==> src/hw/rtl/multi_adc_read_scheduler_defines.svh <==
// ----------------------------------------------------------------------------
// Assertion macros for the multi-converter read scheduler
// Concurrent assertion wrappers that compile away in synthesis builds.
// ----------------------------------------------------------------------------
`ifndef MULTI_ADC_READ_SCHEDULER_DEFINES_SVH
`define MULTI_ADC_READ_SCHEDULER_DEFINES_SVH

`ifndef SYNTHESIS
// Same-cycle implication.
`define MARS_ASSERT_IMPL(lbl, clk, rst, ante, cons) \
  lbl: assert property (@(posedge clk) disable iff (rst) (ante) |-> (cons)) \
    else $error("scheduler assertion failed");
// Next-cycle implication.
`define MARS_ASSERT_NEXT(lbl, clk, rst, ante, cons) \
  lbl: assert property (@(posedge clk) disable iff (rst) (ante) |=> (cons)) \
    else $error("scheduler assertion failed");
`else
`define MARS_ASSERT_IMPL(lbl, clk, rst, ante, cons)
`define MARS_ASSERT_NEXT(lbl, clk, rst, ante, cons)
`endif

`endif

==> src/hw/rtl/mars_pkg.sv <==
// ----------------------------------------------------------------------------
// mars_pkg
// Shared constants, codes and helpers of the multi-converter read scheduler.
// ----------------------------------------------------------------------------
package mars_pkg;

  localparam int NUM_SLOTS = 8;
  localparam int SLOT_W    = 3;
  localparam int SAMPLE_W  = 24;

  // Input event codes.
  localparam logic MODE_READY = 1'b0;
  localparam logic MODE_DONE  = 1'b1;

  // Result kind codes.
  localparam logic KIND_GRANT  = 1'b0;
  localparam logic KIND_SAMPLE = 1'b1;

  // Register index (paddr[2]) and reset value.
  localparam logic REG_ENABLED_MASK = 1'b0;
  localparam logic [NUM_SLOTS-1:0] ENABLED_MASK_RESET = 8'hFF;

  typedef logic [NUM_SLOTS-1:0] slot_mask_t;
  typedef logic [SLOT_W-1:0]    slot_idx_t;
  typedef logic [SAMPLE_W-1:0]  sample_t;

  // Index of the lowest set bit; zero when the mask is empty.
  function automatic slot_idx_t lowest_set(input slot_mask_t mask);
    slot_idx_t idx;
    idx = '0;
    for (int i = NUM_SLOTS - 1; i >= 0; i--) begin
      if (mask[i]) begin
        idx = SLOT_W'(i);
      end
    end
    return idx;
  endfunction

endpackage

==> src/hw/rtl/multi_adc_read_scheduler.sv <==
// ----------------------------------------------------------------------------
// multi_adc_read_scheduler
// Arbitrates one shared serial bus among up to eight converters and gathers
// their samples into frames.
// ----------------------------------------------------------------------------
// Each input transfer is one event: a converter reports data ready (tuser 0)
// or the bus read of a converter has finished (tuser 1, with its three bytes).
// The scheduler answers with output transfers: a grant (tuser 0) naming the
// converter that may use the bus next, and, when every converter in
// enabled_mask has delivered a sample, one sample transfer (tuser 1) per
// enabled converter in ascending order, followed by any grant. tlast marks
// the final output transfer caused by an event; events for a converter index
// at or above NUM_CONVERTERS are dropped silently and cause no output.
// Timing: an event is registered on input and evaluated, and its results
// go through the result sequencer into the output register. An event that
// causes at most one result leaves room for a new event every cycle while
// the output register is not stalled; an event that completes a frame holds
// the input until its last result leaves the sequencer, which drives one
// output transfer per cycle while the output is not stalled. While a
// finished result waits in the output register, events that cause no result
// are still taken every cycle and one event that causes results can still be
// evaluated; its results then wait in the sequencer and hold the input until
// the output register drains. enabled_mask is at byte address 0 of the
// register port and is meant to be written only while the block is idle.
// ----------------------------------------------------------------------------
`include "multi_adc_read_scheduler_defines.svh"

module multi_adc_read_scheduler #(
  parameter int NUM_CONVERTERS = 8
) (
  input  logic        clk,
  input  logic        rst,
  // Register port
  input  logic        psel,
  input  logic        penable,
  input  logic        pwrite,
  input  logic [2:0]  paddr,
  input  logic [31:0] pwdata,
  output logic [31:0] prdata,
  output logic        pready,
  // Event stream
  input  logic        s_tvalid,
  output logic        s_tready,
  input  logic [31:0] s_tdata,   // chip_index[2:0], byte_first[10:3],
                                 // byte_second[18:11], byte_third[26:19], zeros
  input  logic [0:0]  s_tuser,   // mode[0]
  // Result stream
  output logic        m_tvalid,
  input  logic        m_tready,
  output logic [31:0] m_tdata,   // target_chip[2:0], sample_value[26:3], zeros
  output logic [0:0]  m_tuser,   // kind[0]
  output logic        m_tlast
);

  // Converters that exist in this build.
  mars_pkg::slot_mask_t live_mask;
  for (genvar g = 0; g < mars_pkg::NUM_SLOTS; g++) begin : g_live
    assign live_mask[g] = (g < NUM_CONVERTERS);
  end

  // Configuration register.
  mars_pkg::slot_mask_t enabled_mask;
  logic cfg_write;

  assign pready    = 1'b1;
  assign cfg_write = psel && penable && pwrite && pready
                     && (paddr[2] == mars_pkg::REG_ENABLED_MASK);
  assign prdata    = (paddr[2] == mars_pkg::REG_ENABLED_MASK)
                     ? {24'd0, enabled_mask} : 32'd0;

  always_ff @(posedge clk) begin
    if (rst) begin
      enabled_mask <= mars_pkg::ENABLED_MASK_RESET;
    end else if (cfg_write) begin
      enabled_mask <= pwdata[mars_pkg::NUM_SLOTS-1:0];
    end
  end

  // Scheduler state.
  mars_pkg::slot_mask_t ready_bits, served_bits, completed_bits;
  logic                 bus_busy;
  mars_pkg::sample_t    frame_samples [mars_pkg::NUM_SLOTS];

  // Input register.
  logic                 in_valid;
  logic                 in_mode;
  mars_pkg::slot_idx_t  in_chip;
  mars_pkg::sample_t    in_sample;

  // Pending results of the event being drained: frame samples, then a grant.
  mars_pkg::slot_mask_t emit_pend;
  logic                 grant_pend;
  mars_pkg::slot_idx_t  grant_chip;

  // Result sequencer: pops one pending result whenever the output register
  // is free or being emptied.
  logic                 out_free, pop;
  mars_pkg::slot_idx_t  emit_idx;
  mars_pkg::slot_mask_t emit_rest, emit_after;
  logic                 grant_after, job_free;

  assign out_free  = !m_tvalid || m_tready;
  assign pop       = ((emit_pend != '0) || grant_pend) && out_free;
  assign emit_idx  = mars_pkg::lowest_set(emit_pend);
  assign emit_rest = emit_pend & (emit_pend - mars_pkg::slot_mask_t'(1));

  always_comb begin
    emit_after  = emit_pend;
    grant_after = grant_pend;
    if (pop) begin
      if (emit_pend != '0) begin
        emit_after = emit_rest;
      end else begin
        grant_after = 1'b0;
      end
    end
  end

  // A new event is evaluated once the previous event's results are all out
  // of the sequencer (or leave it in this very cycle).
  logic process;
  assign job_free = (emit_after == '0) && !grant_after;
  assign process  = in_valid && job_free;
  assign s_tready = !in_valid || process;

  // Event evaluation.
  mars_pkg::slot_mask_t ready_next, served_next, completed_next;
  logic                 busy_next;
  mars_pkg::slot_mask_t new_emit, chip_bit, cand;
  logic                 new_grant, sample_we;
  mars_pkg::slot_idx_t  new_gchip;

  always_comb begin
    ready_next     = ready_bits;
    served_next    = served_bits;
    completed_next = completed_bits;
    busy_next      = bus_busy;
    new_emit       = '0;
    new_grant      = 1'b0;
    new_gchip      = '0;
    sample_we      = 1'b0;
    chip_bit       = mars_pkg::slot_mask_t'(1) << in_chip;
    cand           = '0;
    if (process && live_mask[in_chip]) begin
      if (in_mode == mars_pkg::MODE_DONE) begin
        sample_we      = 1'b1;
        completed_next = completed_bits | chip_bit;
        if (completed_next == enabled_mask) begin
          // Frame complete: send every enabled sample, start a new round.
          new_emit       = enabled_mask;
          completed_next = '0;
          served_next    = '0;
        end
        ready_next = ready_bits & ~chip_bit;
        busy_next  = 1'b0;
      end else begin
        ready_next = ready_bits | chip_bit;
      end
      cand = ready_next & ~served_next & live_mask;
      if (!busy_next && (cand != '0)) begin
        new_grant   = 1'b1;
        new_gchip   = mars_pkg::lowest_set(cand);
        served_next = served_next | (mars_pkg::slot_mask_t'(1) << new_gchip);
        busy_next   = 1'b1;
      end
    end
  end

  always_ff @(posedge clk) begin
    if (rst) begin
      in_valid       <= 1'b0;
      ready_bits     <= '0;
      served_bits    <= '0;
      completed_bits <= '0;
      bus_busy       <= 1'b0;
      emit_pend      <= '0;
      grant_pend     <= 1'b0;
      m_tvalid       <= 1'b0;
    end else begin
      if (s_tready) begin
        in_valid <= s_tvalid;
      end
      ready_bits     <= ready_next;
      served_bits    <= served_next;
      completed_bits <= completed_next;
      bus_busy       <= busy_next;
      emit_pend      <= process ? new_emit : emit_after;
      grant_pend     <= process ? new_grant : grant_after;
      if (pop) begin
        m_tvalid <= 1'b1;
      end else if (m_tready) begin
        m_tvalid <= 1'b0;
      end
    end
  end

  // Payload registers.
  always_ff @(posedge clk) begin
    if (s_tvalid && s_tready) begin
      in_mode   <= s_tuser[0];
      in_chip   <= s_tdata[2:0];
      in_sample <= {s_tdata[26:19], s_tdata[18:11], s_tdata[10:3]};
    end
    if (sample_we) begin
      frame_samples[in_chip] <= in_sample;
    end
    if (process) begin
      grant_chip <= new_gchip;
    end
    if (pop) begin
      if (emit_pend != '0) begin
        m_tuser[0] <= mars_pkg::KIND_SAMPLE;
        m_tdata    <= {5'd0, frame_samples[emit_idx], emit_idx};
        m_tlast    <= (emit_rest == '0) && !grant_pend;
      end else begin
        m_tuser[0] <= mars_pkg::KIND_GRANT;
        m_tdata    <= {5'd0, mars_pkg::SAMPLE_W'(0), grant_chip};
        m_tlast    <= 1'b1;
      end
    end
  end

  // A busy bus always belongs to a converter served in this round.
  `MARS_ASSERT_IMPL(busy_has_served, clk, rst, bus_busy, served_bits != '0)
  // A grant waiting in the sequencer always has the bus marked busy.
  `MARS_ASSERT_IMPL(grant_pend_busy, clk, rst, grant_pend, bus_busy)
  // Only converters that exist can be marked completed.
  `MARS_ASSERT_IMPL(completed_live, clk, rst, 1'b1, (completed_bits & ~live_mask) == '0)
  // A granting event leaves the grant queued and the bus busy.
  `MARS_ASSERT_NEXT(grant_queued, clk, rst, new_grant, grant_pend && bus_busy)

endmodule

==> config.mk <==
export PLATFORM = sky130hd
export DESIGN_NAME = multi_adc_read_scheduler
export DESIGN_NICKNAME = d
export VERILOG_FILES = /design/src/hw/rtl/mars_pkg.sv /design/src/hw/rtl/multi_adc_read_scheduler.sv
export VERILOG_INCLUDE_DIRS = /design/src /design/src/hw/rtl
export SDC_FILE = /design/constraint.sdc
export NUM_CORES = 1
export LEC_CHECK = 0
export BUFFER_PORTS_ARGS = -buffer_cell sky130_fd_sc_hd__buf_2
export CAP_MARGIN = 25
export CORE_MARGIN = 2
export CORE_UTILIZATION = 48
export CTS_CLUSTER_DIAMETER = 100
export DETAILED_ROUTE_END_ITERATION = 7
export GPL_TIMING_DRIVEN = 0
export PLACE_DENSITY = 0.68
export SYNTH_ARGS = -nofsm -noshare
export SYNTH_HDL_FRONTEND = slang
export SYNTH_SLANG_ARGS = --single-unit
==> constraint.sdc <==
create_clock -name clk -period 5.5 [get_ports clk]
set_input_delay 0.825 -clock clk [delete_from_list [all_inputs] [get_ports clk]]
set_output_delay 0.825 -clock clk [all_outputs]
set_load 0.005 [all_outputs]
==> After elaboration in Yosys (flattened, before gate mapping) <==
Memory sizes are Yosys's and may differ from the RTL's. A register that Yosys moved wholly into a read port is not among the register bits.
Index checks and enable logic that the tools add are counted.
{ "word_totals": {"inputBits": 75, "out_inout_bits": 69, "register_bits": 85, "mem_count": 2, "mem_bits_ro": 8, "elab_cells": 108, "mem_bits_rw": 192} }
{ "memory_table": {"columns": ["memory", "words", "width", "read_ports", "rd_clocked_by_memory_dff", "write_ports", "line", "rtl"], "rows": [
  ["frame_samples", 8, 24, 1, 1, 1, "multi_adc_read_scheduler.sv:82", "mars_pkg::sample_t frame_samples [mars_pkg::NUM_SLOTS];"],
  ["(no name shown)", 8, 1, 1, 1, 0, "multi_adc_read_scheduler.sv:144", "if (process && live_mask[in_chip]) begin"]
]} }
{ "classes": {"reduce_logical": 26, "mux": 50, "bitwise": 9, "shift": 2, "add_sub_neg": 1, "n_eq_ne": 1, "order_cmp": 1} }
{ "ops": {"columns": ["operator", "n"], "rows": [
  ["2-to-1 mux 8 bit", 14],
  ["2-to-1 mux 3 bit", 20],
  ["bitwise AND 8 bit", 3],
  ["OR 8 bit", 3],
  ["logical NOT 8 bit", 2],
  ["2-to-1 mux 1 bit", 16],
  ["NOT 8 bit", 2],
  ["nonzero test 8 bit", 2],
  ["<< shifter 1 x 3 -> 8 bit, first input constant", 2],
  ["logical AND 1 bit", 10],
  ["equality test 8 bit", 1],
  ["subtractor 8 x 1 -> 8 bit, second input constant", 1],
  ["logical NOT 1 bit", 6],
  ["less-than comparator 3 x 4 -> 1 bit, second input constant", 1],
  ["AND reduction 2 bit", 2],
  ["logical OR 1 bit", 3],
  ["nonzero test 2 bit", 1],
  ["NOT 1 bit", 1]
]} }

==> Depth between registers and ports, before layout <==
Gate-level depths: netlist (run 1).
{ "depth": {"ltp_word": 24, "ltp_mapped": 11, "ltp_nobuf": 8} }

==> Worst setup path after synthesis (run 1) <==
OpenSTA, ideal clock, no wires.
{ "synth_timing": {"path_kind": "in2reg", "start": "in m_tready", "end": "mem frame_samples[6][0] (netlist name) (enable)", "stages": 9, "setup_slack_ns": 1.460, "arrival_ns": 3.633, "n_path_buf": 2, "required_time_ns": 5.094, "setup_time_ns": 0.406, "cell_sequence": "nor2b_1 clkbuf_1 a2111oi_0 o21ai_1 or4b_4 inv_1 clkbuf_1 nand2_1 nor2_1"} }
{ "synth_via": {"elab_chain_len": 10, "word_cells_on_any_way": 12, "classes_between": "mux (5); reduce/logical (7)"} }
{ "synth_lines": {"columns": ["item", "line", "rtl"], "rows": [
  ["start: declaration", "multi_adc_read_scheduler.sv:49", "input logic m_tready,"],
  ["logical OR 1 bit (*)", "multi_adc_read_scheduler.sv:102", "assign out_free = !m_tvalid || m_tready;"],
  ["logical AND 1 bit (*)", "multi_adc_read_scheduler.sv:103", "assign pop = ((emit_pend != '0) || grant_pend) && out_free;"],
  ["2-to-1 mux 8 bit / 2-to-1 mux 1 bit (equally long branches)", "multi_adc_read_scheduler.sv:110", "if (pop) begin"],
  ["logical NOT 8 bit / logical NOT 1 bit (equally long branches)", "multi_adc_read_scheduler.sv:122", "assign job_free = (emit_after == '0) && !grant_after;"],
  ["logical AND 1 bit (*)", "multi_adc_read_scheduler.sv:122", null],
  ["logical AND 1 bit (*)", "multi_adc_read_scheduler.sv:123", "assign process = in_valid && job_free;"],
  ["logical AND 1 bit (*)", "multi_adc_read_scheduler.sv:144", null],
  ["2-to-1 mux 1 bit (*)", "multi_adc_read_scheduler.sv:144", null],
  ["2-to-1 mux 1 bit (*)", "multi_adc_read_scheduler.sv:204", "if (sample_we) begin"],
  ["2-to-1 mux 1 bit (not written as such) (*)", "multi_adc_read_scheduler.sv:205", "frame_samples[in_chip] <= in_sample;"],
  ["end: declaration", "multi_adc_read_scheduler.sv:82", null]
]} }
Every way passes the cells marked *; elsewhere a longest branch is shown, timed or not.

==> Worst setup path after layout (run 1) <==
{ "layout_timing": {"start": "reg emit_pend[5]", "end": "mem frame_samples[5][4] (netlist name) (enable)"} }
{ "layout_via": {"elab_chain_len": 11, "word_cells_on_any_way": 17, "classes_between": "add/sub (1); mux (7); bitwise (1); reduce/logical (8)"} }
{ "layout_lines": {"columns": ["item", "line", "rtl"], "rows": [
  ["start: declaration", "multi_adc_read_scheduler.sv:91", "mars_pkg::slot_mask_t emit_pend;"],
  ["start signal: assignment", "multi_adc_read_scheduler.sv:187", "emit_pend <= process ? new_emit : emit_after;"],
  ["subtractor 8 x 1 -> 8 bit / nonzero test 8 bit (equally long branches)", "multi_adc_read_scheduler.sv:105, multi_adc_read_scheduler.sv:103, multi_adc_read_scheduler.sv:111", null],
  ["bitwise AND 8 bit / logical OR 1 bit (equally long branches)", "multi_adc_read_scheduler.sv:105, multi_adc_read_scheduler.sv:103", null],
  ["2-to-1 mux 8 bit / logical AND 1 bit (equally long branches)", "multi_adc_read_scheduler.sv:111, multi_adc_read_scheduler.sv:103", null],
  ["2-to-1 mux 8 bit / 2-to-1 mux 1 bit (equally long branches)", "multi_adc_read_scheduler.sv:110", null],
  ["logical NOT 8 bit / logical NOT 1 bit (equally long branches)", "multi_adc_read_scheduler.sv:122", null],
  ["logical AND 1 bit (*)", "multi_adc_read_scheduler.sv:122", null],
  ["logical AND 1 bit (*)", "multi_adc_read_scheduler.sv:123", null],
  ["logical AND 1 bit (*)", "multi_adc_read_scheduler.sv:144", null],
  ["2-to-1 mux 1 bit (*)", "multi_adc_read_scheduler.sv:144", null],
  ["2-to-1 mux 1 bit (*)", "multi_adc_read_scheduler.sv:204", null],
  ["2-to-1 mux 1 bit (not written as such) (*)", "multi_adc_read_scheduler.sv:205", null]
]} }
Marks and branches as above.

==> results of run 1 <==
-- state kept, by name, indices dropped and copies added, names as in the netlist --
name            flops
bus_busy            1
completed_bits      8
emit_pend           8
enabled_mask        8
frame_samples     192
grant_chip          3
grant_pend          1
in_chip             3
in_mode             1
in_sample          24
in_valid            1
m_tdata            27
m_tlast             1
m_tuser             1
m_tvalid            1
ready_bits          8
served_bits         8
-- layer usage --
metal	share of wire	up-vias	GRT usage
li1	-	3529	-
met3	0.069	67	0.0378
met4	0.033	0	0.0805
met5	0	-	0
met1	0.41	3831	0.291
met2	0.49	312	0.360
-- area by class of cell --
class | count | area (µm²)
buffer | 83 | 442
clock buffer | 41 | 822
clock inverter | 15 | 160
fill | 2028 | 10900
inverter | 33 | 124
multi-input combinational | 462 | 3270
sequential | 296 | 8450
tap | 330 | 413
timing repair buffer | 86 | 480
-- report_power, final --
part	switching, mW	leakage [nW]	total (mW)	internal (mW)
Clock	0.827	0.474	2.01	1.18
Sequential	0.0327	2.62	2.51	2.47
Combinational	0.0880	1.87	0.155	0.0672
-- layout by cell type (no fill, tap or decap), types with 13 or more instances in the layout --
cell / netlist / final
conb_1: 2 / 30
mux4_2: 22 / 22
nand2_1: 91 / 91
dfxtp_1: 44 / 44
buf_2: 2 / 84
a21oi_1: 42 / 42
edfxtp_1: 252 / 252
a22o_1: 14 / 14
a311o_1: 26 / 26
clkbuf_1: 46 / 54
clkbuf_16: 0 / 30
nor2_1: 16 / 14
inv_1: 33 / 33
a211oi_1: 55 / 55
o21ai_0: 13 / 13
o21a_1: 14 / 14
buf_4: 30 / 30
-- synthesized netlist by cell type (all sizes together), types with 4 or more instances --
master and instances:
o21a 14, a311oi 7, nor2b 12, a21o 7
nor2 16, clkbuf 46, edfxtp 252, buf 37
nor3b 5, a211oi 55, o22ai 4, a311o 26
o21ai 14, nand2 91, or3 5, nor4 4
and2 6, nand3b 10, nor3 12, mux2i 7
dfxtp 44, a21oi 42, mux4 22, inv 33
and3 10, a22o 14, o31ai 4
-- cells by family (layout without fill, tap and decap cells) --
kind of cell	Yosys count	count (layout)	share of synthesized area
simple gates	193	193	0.0817
flops	296	296	0.695
mux	30	30	0.0475
other cells	2	30	0.000618
fa+ha+maj	1	1	0.000824
compound gates	208	208	0.128
buf+inv	116	258	0.0465
-- metrics by stage --
| stage | total power, mW | instances | instance area, µm² | hold slack (ns) |
|---|---|---|---|---|
| detailed placement | 2.71 | 1288 | 13100 | 0.450 |
| CTS | 4.70 | 1344 | 14100 | 0.419 |
| finish | 4.67 | 1346 | 14200 | 0.440 |
| global route | 4.82 | 1346 | 14200 | 0.419 |
| global placement | 2.70 | 1286 | 13100 | 0.438 |
| floorplan | 2.64 | 874 | 12300 | 0.427 |
-- worst max-delay path by stage --
stage / slack, ns / cells after the start / end / from
final: 1.60 / 8 / frame_samples[5][4] / emit_pend[5]
after global routing: 1.35 / 8 / frame_samples[5][9] / emit_pend[5]
after CTS: 1.60 / 8 / frame_samples[5][9] / emit_pend[5]
after detailed placement: 1.22 / 9 / frame_samples[5][9] / m_tready
after global placement: -0.24 / 10 / frame_samples[6][23] / m_tready
after floorplan: 1.46 / 9 / frame_samples[6][0] / m_tready
==> metrics, run 1 <==
run status finished, final reports clean; pre-CTS WS 1.22 ns; Reg2Reg Launch Point emit_pend[5]; start point of the worst min-delay path s_tdata[8]; biggest area contributors in the synthesized netlist edfxtp_1 62%, dfxtp_1 7.2%, mux4_2 4.1%; via count of the first global-routing pass 7,638; Via Count 7,739; Max Freq 256 MHz; Die Span Y 163 µm; routed length per instance 21.1 µm; end of the worst hold path in_sample[5]; min setup slack post-route 1.60 ns; first-pass GRT wire length 43,500 µm; Data required, critical path 5.68 ns; Initial DRT Pass Iterations 5; worst-path fanout max 25; Area growth syn-to-layout 16.5%; Yosys cell types 66; crit-path max cell delay 0.85 ns; Floorplan Core Area 25,000 µm²; buffer type at the clock tree root clkbuf_16; Cell Pwr Density 330 nW/µm²; clock transition time at the flip-flop clock pins of the worst setup and hold paths 0.06 ns; ratio of cells with drive above 1 in the final layout 0.201; kind of start point of the critical path flip-flop; Max Buffers Root-to-Sink 3; crit end category flip-flop; max-cap violation count 0; I/O pin total 144; R2R Path End frame_samples[5][4]; gr usage total 0.218; largest area contributor in the netlist edfxtp_1; Setup Viol. Count Final 0; Data arrival, critical path 4.08 ns; initial antenna violation count 0; last weighted congestion value of the routability-driven placer 0.870; slowest stage cell, crit path and3_2; latest clock arrival within the worst-skew pair 0.56 ns; total congestion overflow 0; final layout net count 1,067; Remaining DRCs 0; maximum number of pins on one net before global-route repair 29; drt total wl 28,500 µm; number of buffer and inverter stages on the critical path 3; main flop type after synthesis edfxtp_1; largest clock skew in the final design 0.00925 ns; antenna viol nets, final 0; post-synthesis instance area 12,200 µm²; die width 163 µm; CTS H-tree depth 1; peak supply drop 0.240 mV; Critical Path, Cell by Cell clkbuf_1, or4_1, o31ai_4, o21ai_1, or4b_4, inv_1, clkbuf_1, and3_2; cts repair resizes 0; final hold violations 0; worst-margin pin slew 0.894 ns; Post-Syn Instances 846; standby leakage power 4.96 nW; DPL Wire Length 17,600 µm; Critical Path Most Common Cell clkbuf_1; worst-case register-to-register setup slack 1.60 ns; cell type group with the largest total delay on the critical path simple AND/OR/NAND/NOR gates; Yosys warning total 0; std cell rows 58; Core Util, Final 0.565; fraction of the yosys area taken by sequential cells 0.695; r2r worst-path depth 8; worst rel slew slack 0.404; clock sinks 296; mean instance size in the synthesized netlist 14.4 µm²; area share of the largest cell type after synthesis 0.623; die outline area 26,600 µm²; routed vias/inst 5.75; unrepaired setup endpoints after global routing no; Starting DRT DRC Count 689; Post-Route Setup TNS 0 ns; number of diodes added for antenna fixing 0; share of flip-flops with an asynchronous set or reset after synthesis 0; clock tree from TritonCTS yes; Post-CTS Setup Repair Bufs 0; count of flip-flops with a built-in enable after synthesis 252; period utilisation layout 0.710; worst min-delay path class in2reg; cts-stage hold buffer count 0; max-slew violations 0; IO buf count 82; Final Critical Period 3.90 ns; critical path start-end classification reg2reg; number of buffers created by CTS 30; post-synthesis register bit count 296; instance count along the most critical hold path 1; initial cell density of the core 0.485
(Power assumes the default switching activity.)
==> run 2: changes to the inputs <==
- ABC_AREA: unset -> 1
- clock period: 5.5 -> 4 ns (I/O delays scaled with it)
==> metrics, run 2 <==
highest-utilization routing layer at the global route stage met2; Critical Path, Cell by Cell nor2_4, nand2_4, nor2_4, inv_2, o21ai_1, nand3_1, nor2_1, nand3_2, buf_4, nor3_4, buf_16; worst rel slew slack 0.330; latest clock arrival within the worst-skew pair 0.56 ns; ratio of cells with drive above 1 in the final layout 0.171; main flop type after synthesis edfxtp_1; share of flip-flops with an asynchronous set or reset after synthesis 0; kind of start point of the critical path flip-flop; antenna viol nets, final 0; period utilisation layout 0.789; largest clock skew in the final design 0.00896 ns; final-layout fill cell count 1,947; DPL Wire Length 17,700 µm; max-cap violation count 0; standby leakage power 5.24 nW; met3 track demand over resource in global routing 0.0318; Max Buffers Root-to-Sink 3; Floorplan Core Area 24,200 µm²; Yosys cell types 31; clock transition time at the flip-flop clock pins of the worst setup and hold paths 0.06 ns; initial antenna violation count 1; Yosys warning total 0; IO buf count 81; first-pass GRT wire length 41,700 µm; commonest non-fill, non-tap cells in the layout 252 x edfxtp_1, 150 x nor2_1, 127 x o21ai_0; post-synthesis instance area 11,800 µm²; area taken by flip-flops and latches 8450 µm²; crit end category flip-flop; total power 6.53 mW; die width 161 µm; Via Count 7,972; GRT met1 Usage 0.290; peak supply drop 0.353 mV; crit-path max cell delay 0.75 ns; die outline area 25,800 µm²; Remaining DRCs 0; last weighted congestion value of the routability-driven placer 0.812; most frequent cells after synthesis 252 x edfxtp_1, 150 x nor2_1, 127 x o21ai_0; register ranked first by flip-flop count frame_samples; drt total wl 27,400 µm; final hold violations 0; Initial DRT Pass Iterations 5; gr usage total 0.210; Largest register FFs 192; Cell Pwr Density 464 nW/µm²; final design area excluding fillers 14,100 µm²; Data required, critical path 4.26 ns; number of buffer and inverter stages on the critical path 3; unrepaired setup endpoints after global routing no; Setup Viol. Count Final 0; Area growth syn-to-layout 19.4%; cell type group with the largest total delay on the critical path simple AND/OR/NAND/NOR gates; slowest stage cell, crit path nor3_4; mean instance size in the synthesized netlist 11.9 µm²; cts-stage hold buffer count 0; placed cell areas 13,000 µm²; total congestion overflow 0; Critical Path Most Common Cell nor2_4; number of buffers created by CTS 30; largest registers frame_samples: 192 flops, m_tdata: 27 flops, in_sample: 24 flops; Starting DRT DRC Count 770; CTS H-tree depth 1; Die Span Y 161 µm; routed vias/inst 5.36; initial cell density of the core 0.487; most common cell in the netlist edfxtp_1; fraction of the yosys area taken by sequential cells 0.717; post-synthesis register bit count 296; worst-path fanout max 14; area share of the largest cell type after synthesis 0.642; count of flip-flops with a built-in enable after synthesis 252; routing usage on met2 0.344; largest area contributor in the netlist edfxtp_1; final layout net count 1,213; max-slew violations 0; routed length per instance 18.5 µm; most common cell after layout, fill and taps aside edfxtp_1; via count of the first global-routing pass 7,629; Final Critical Period 3.15 ns; Post-Syn Instances 987; Data arrival, critical path 3.42 ns; Post-CTS Setup Repair Bufs 0; cts repair resizes 0; critical path start-end classification reg2reg; Max Freq 317 MHz; std cell rows 57; worst-case register-to-register setup slack 0.85 ns; worst-margin pin slew 1.01 ns; clock tree from TritonCTS yes; worst min-delay path class in2reg; biggest area contributors in the synthesized netlist edfxtp_1 64%, dfxtp_1 7.5%, o21ai_0 5.4%; buffer type at the clock tree root clkbuf_16; maximum number of pins on one net before global-route repair 18; area of the multi-input gates 2910 µm²; clock sinks 296; I/O pin total 144; run status finished, final reports clean
[run 2: cell types whose count changed after synthesis, sizes merged, moves of 22 or more]
| cell | previous run | this run |
|---|---|---|
| nand3 | 1 | 24 |
| a311o | 26 | 0 |
| nand2 | 91 | 130 |
| a211oi | 55 | 0 |
| nor2 | 16 | 155 |
| o22ai | 4 | 48 |
| o21ai | 14 | 130 |
| mux4 | 22 | 0 |
[run 2: path summary, 6_finish.rpt]
check,depth (start not counted),to,from
min reg2reg,2,served_bits[2],served_bits[2]
min,1,in_sample[2],s_tdata[5]
max,11,frame_samples[2][16],emit_pend[0]
max reg2reg,11,frame_samples[2][16],emit_pend[0]
[run 2: where the power goes]
| group | leakage (nW) | total [mW] | internal (mW) | switching, mW |
|---|---|---|---|---|
| Clock | 0.496 | 2.88 | 1.73 | 1.15 |
| Combinational | 2.08 | 0.209 | 0.0840 | 0.125 |
| Sequential | 2.66 | 3.44 | 3.40 | 0.0431 |
[run 2: final cells by class]
| type | count | share of cell area |
|---|---|---|
| Sequential cell | 296 | 0.600 |
| Multi-Input combinational cell | 594 | 0.207 |
| Clock buffer | 34 | 0.0559 |
| Timing Repair Buffer | 91 | 0.0484 |
| Buffer | 76 | 0.0292 |
| Tap cell | 324 | 0.0288 |
| Clock inverter | 22 | 0.0173 |
| Inverter | 49 | 0.0131 |
| Antenna cell | 1 | 0.000178 |
[run 2: per-stage QoR]
| step | TNS [ns] | setup slack, ns | hold slack [ns] | std cells | utilization |
|---|---|---|---|---|---|
| after floorplan | 0 | 0.878 | 0.426 | 1015 | - |
| after global placement | -56.87 | -0.796 | 0.438 | 1420 | 0.525 |
| after detailed placement | 0 | 0.823 | 0.447 | 1430 | 0.539 |
| after CTS | 0 | 0.825 | 0.198 | 1486 | 0.582 |
| after global routing | 0 | 0.609 | 0.205 | 1486 | 0.582 |
| final | 0 | 0.845 | 0.216 | 1487 | 0.582 |
[run 2: per-layer routing]
metal	vias up	part of all wire
met5	-	0
met4	0	0.028
met3	63	0.088
met2	410	0.47
met1	3739	0.41
li1	3760	-
[run 2: logic make-up (layout without fill, tap and decap cells)]
group | after synthesis | after routing | synth area share
AOI/OAI and AO/OA | 239 | 239 | 0.115
buffers and inverters | 125 | 272 | 0.0504
DFF | 296 | 296 | 0.717
other | 2 | 31 | 0.000637
and+or+nand+nor | 325 | 325 | 0.117
==> run 3: changes to the inputs <==
- PLACE_DENSITY: 0.68 -> 0.71
- clock period: 4 -> 2.5 ns (I/O delays scaled with it)
==> metrics, run 3 (synthesized netlist as in run 2, its figures left out) <==
period utilisation layout 1.03; worst-margin pin slew 0.714 ns; Data required, critical path 2.77 ns; initial antenna violation count 0; worst rel slew slack 0.524; first-pass GRT wire length 43,400 µm; area of the multi-input gates 3150 µm²; crit-path max cell delay 0.36 ns; number of diodes added for antenna fixing 0; gr usage total 0.220; most common cell after layout, fill and taps aside edfxtp_1; max-slew violations 0; Cell Pwr Density 671 nW/µm²; Reg2Reg Launch Point emit_pend[4]; final layout net count 1,303; worst-case register-to-register setup slack -0.07 ns; sequential share of power 0.538; Critical Path Most Common Cell nor2_4; peak supply drop 0.531 mV; worst-path fanout max 13; clock tree from TritonCTS yes; total congestion overflow 0; final hold violations 0; DPL Wire Length 17,700 µm; relative contribution of combinational cells to total power 0.046; std cell rows 57; buffer type at the clock tree root clkbuf_16; run status finished, violations left; maximum number of pins on one net before global-route repair 22; crit end category flip-flop; failing checks negative setup slack; commonest non-fill, non-tap cells in the layout 252 x edfxtp_1, 143 x nor2_1, 118 x o21ai_0; clock transition time at the flip-flop clock pins of the worst setup and hold paths 0.06 ns; die width 161 µm; max-cap violation count 0; area taken by flip-flops and latches 8470 µm²; unrepaired setup endpoints after global routing yes; start point of the worst min-delay path pwdata[4]; largest registers frame_samples: 192 flops, m_tdata: 27 flops, in_sample: 24 flops; die outline area 25,800 µm²; slowest stage cell, crit path dfxtp_4; pre-CTS WS -0.572 ns; Largest register FFs 192; Floorplan Core Area 24,200 µm²; total power 10.2 mW; routed vias/inst 5.45; Starting DRT DRC Count 880; drt total wl 30,300 µm; IO buf count 81; largest clock skew in the final design 0.00860 ns; R2R Path End frame_samples[5][1]; power spent charging and discharging nets 2.10 mW; Via Count 8,589; min setup slack post-route -0.0687 ns; Critical Path, Cell by Cell nor2_4, nand2_2, nor2_4, buf_6, inv_4, o21ai_4, nand3_2, nor2_4, nand3_2, buf_12, nor3_4, buf_4, buf_16; Max Buffers Root-to-Sink 3; latest clock arrival within the worst-skew pair 0.56 ns; ratio of cells with drive above 1 in the final layout 0.259; I/O pin total 144; Data arrival, critical path 2.84 ns; last weighted congestion value of the routability-driven placer 0.857; Setup Viol. Count Final 94; fraction of power spent switching nets 0.206; register ranked first by flip-flop count frame_samples; standby leakage power 5.79 nW; kind of start point of the critical path flip-flop; Remaining DRCs 0; clock sinks 296; placed cell count 1,430; worst min-delay path class in2reg; worst setup path startpoint emit_pend[4]; Final Critical Period 2.57 ns; final-layout fill cell count 1,744; clock network fraction of total power 0.415; routed length per instance 19.2 µm; initial cell density of the core 0.487; antenna viol nets, final 0; Internal Dissipation 8.12 mW; via count of the first global-routing pass 8,155; Initial DRT Pass Iterations 6; r2r worst-path depth 13; CTS H-tree depth 1; Max Freq 389 MHz; critical path start-end classification reg2reg; worst setup path endpoint frame_samples[5][1]; final cell count without fillers 1,576; number of buffers created by CTS 30; Die Span Y 161 µm; Area growth syn-to-layout 29.3%
## run 3: cell types whose count changed in the layout (fill, tap and decap cells not counted), sizes merged, moves of 4 or more
cell / before / now
dlygate4sd3: 0 / 28
clkbuf: 73 / 98
bufinv: 5 / 0
buf: 128 / 184
clkinvlp: 4 / 0
clkinv: 12 / 3
## run 3: worst min-delay path by stage
| stage | cells after the start | to | slack (ns) |
|---|---|---|---|
| global route | 3 | enabled_mask[2] | 0.04 |
| finish | 3 | enabled_mask[4] | 0.03 |
| detailed placement | 2 | served_bits[2] | 0.45 |
| global placement | 2 | served_bits[2] | 0.44 |
| floorplan | 2 | served_bits[3] | 0.43 |
| CTS | 3 | enabled_mask[7] | 0.02 |
## run 3: layout make-up
| cell class | instances | share of cell area |
|---|---|---|
| Timing Repair Buffer | 181 | 0.106 |
| Inverter | 49 | 0.0126 |
| Tap cell | 324 | 0.0266 |
| Buffer | 76 | 0.0299 |
| Multi-Input combinational cell | 594 | 0.207 |
| Sequential cell | 296 | 0.556 |
| Clock inverter | 3 | 0.00172 |
| Clock buffer | 53 | 0.0603 |
## run 3: power by group through the flow
stage | registers [mW] | clock network [mW] | logic (mW)
after floorplan | 5.59 | 0 | 0.210
after CTS | 5.50 | 4.27 | 0.390
after detailed placement | 5.61 | 0 | 0.335
final | 5.50 | 4.24 | 0.471
after global routing | 5.51 | 4.45 | 0.508
after global placement | 5.61 | 0 | 0.311
## run 3: metrics by stage
step	hold slack, ns	util	cell area (µm²)	setup TNS (ns)
global route	0.0362	0.630	15200	-21.14
floorplan	0.426	-	12000	-0.955
detailed placement	0.447	0.541	13100	-92.73
CTS	0.0178	0.611	14800	-0.00817
global placement	0.440	0.529	12800	-196.00
finish	0.0303	0.630	15200	-2.22
## run 3: repair_timing
item | 4_1_cts | 5_1_grt
setup buffers | 34 | 22
pin swaps | 21 | 24
gates resized for setup | 51 | 66
endpoints found under the hold margin | 28 | 0
hold buffers | 28 | 0
setup endpoints to repair | 246 | 256
gates cloned | 0 | 5
## run 3: layer usage
| layer | track usage | share of wire |
|---|---|---|
| met1 | 0.277 | 0.38 |
| met2 | 0.374 | 0.50 |
| met3 | 0.0367 | 0.086 |
| met4 | 0.0991 | 0.035 |
| met5 | 0 | 0 |
## run 3: critical path: cells and delay by family (launching register included)
family,cells,cell delay [ns]
AOI/OAI and AO/OA,1,0.16
buffers and inverters,5,0.68
DFF,1,0.36
and+or+nand+nor,7,1.04
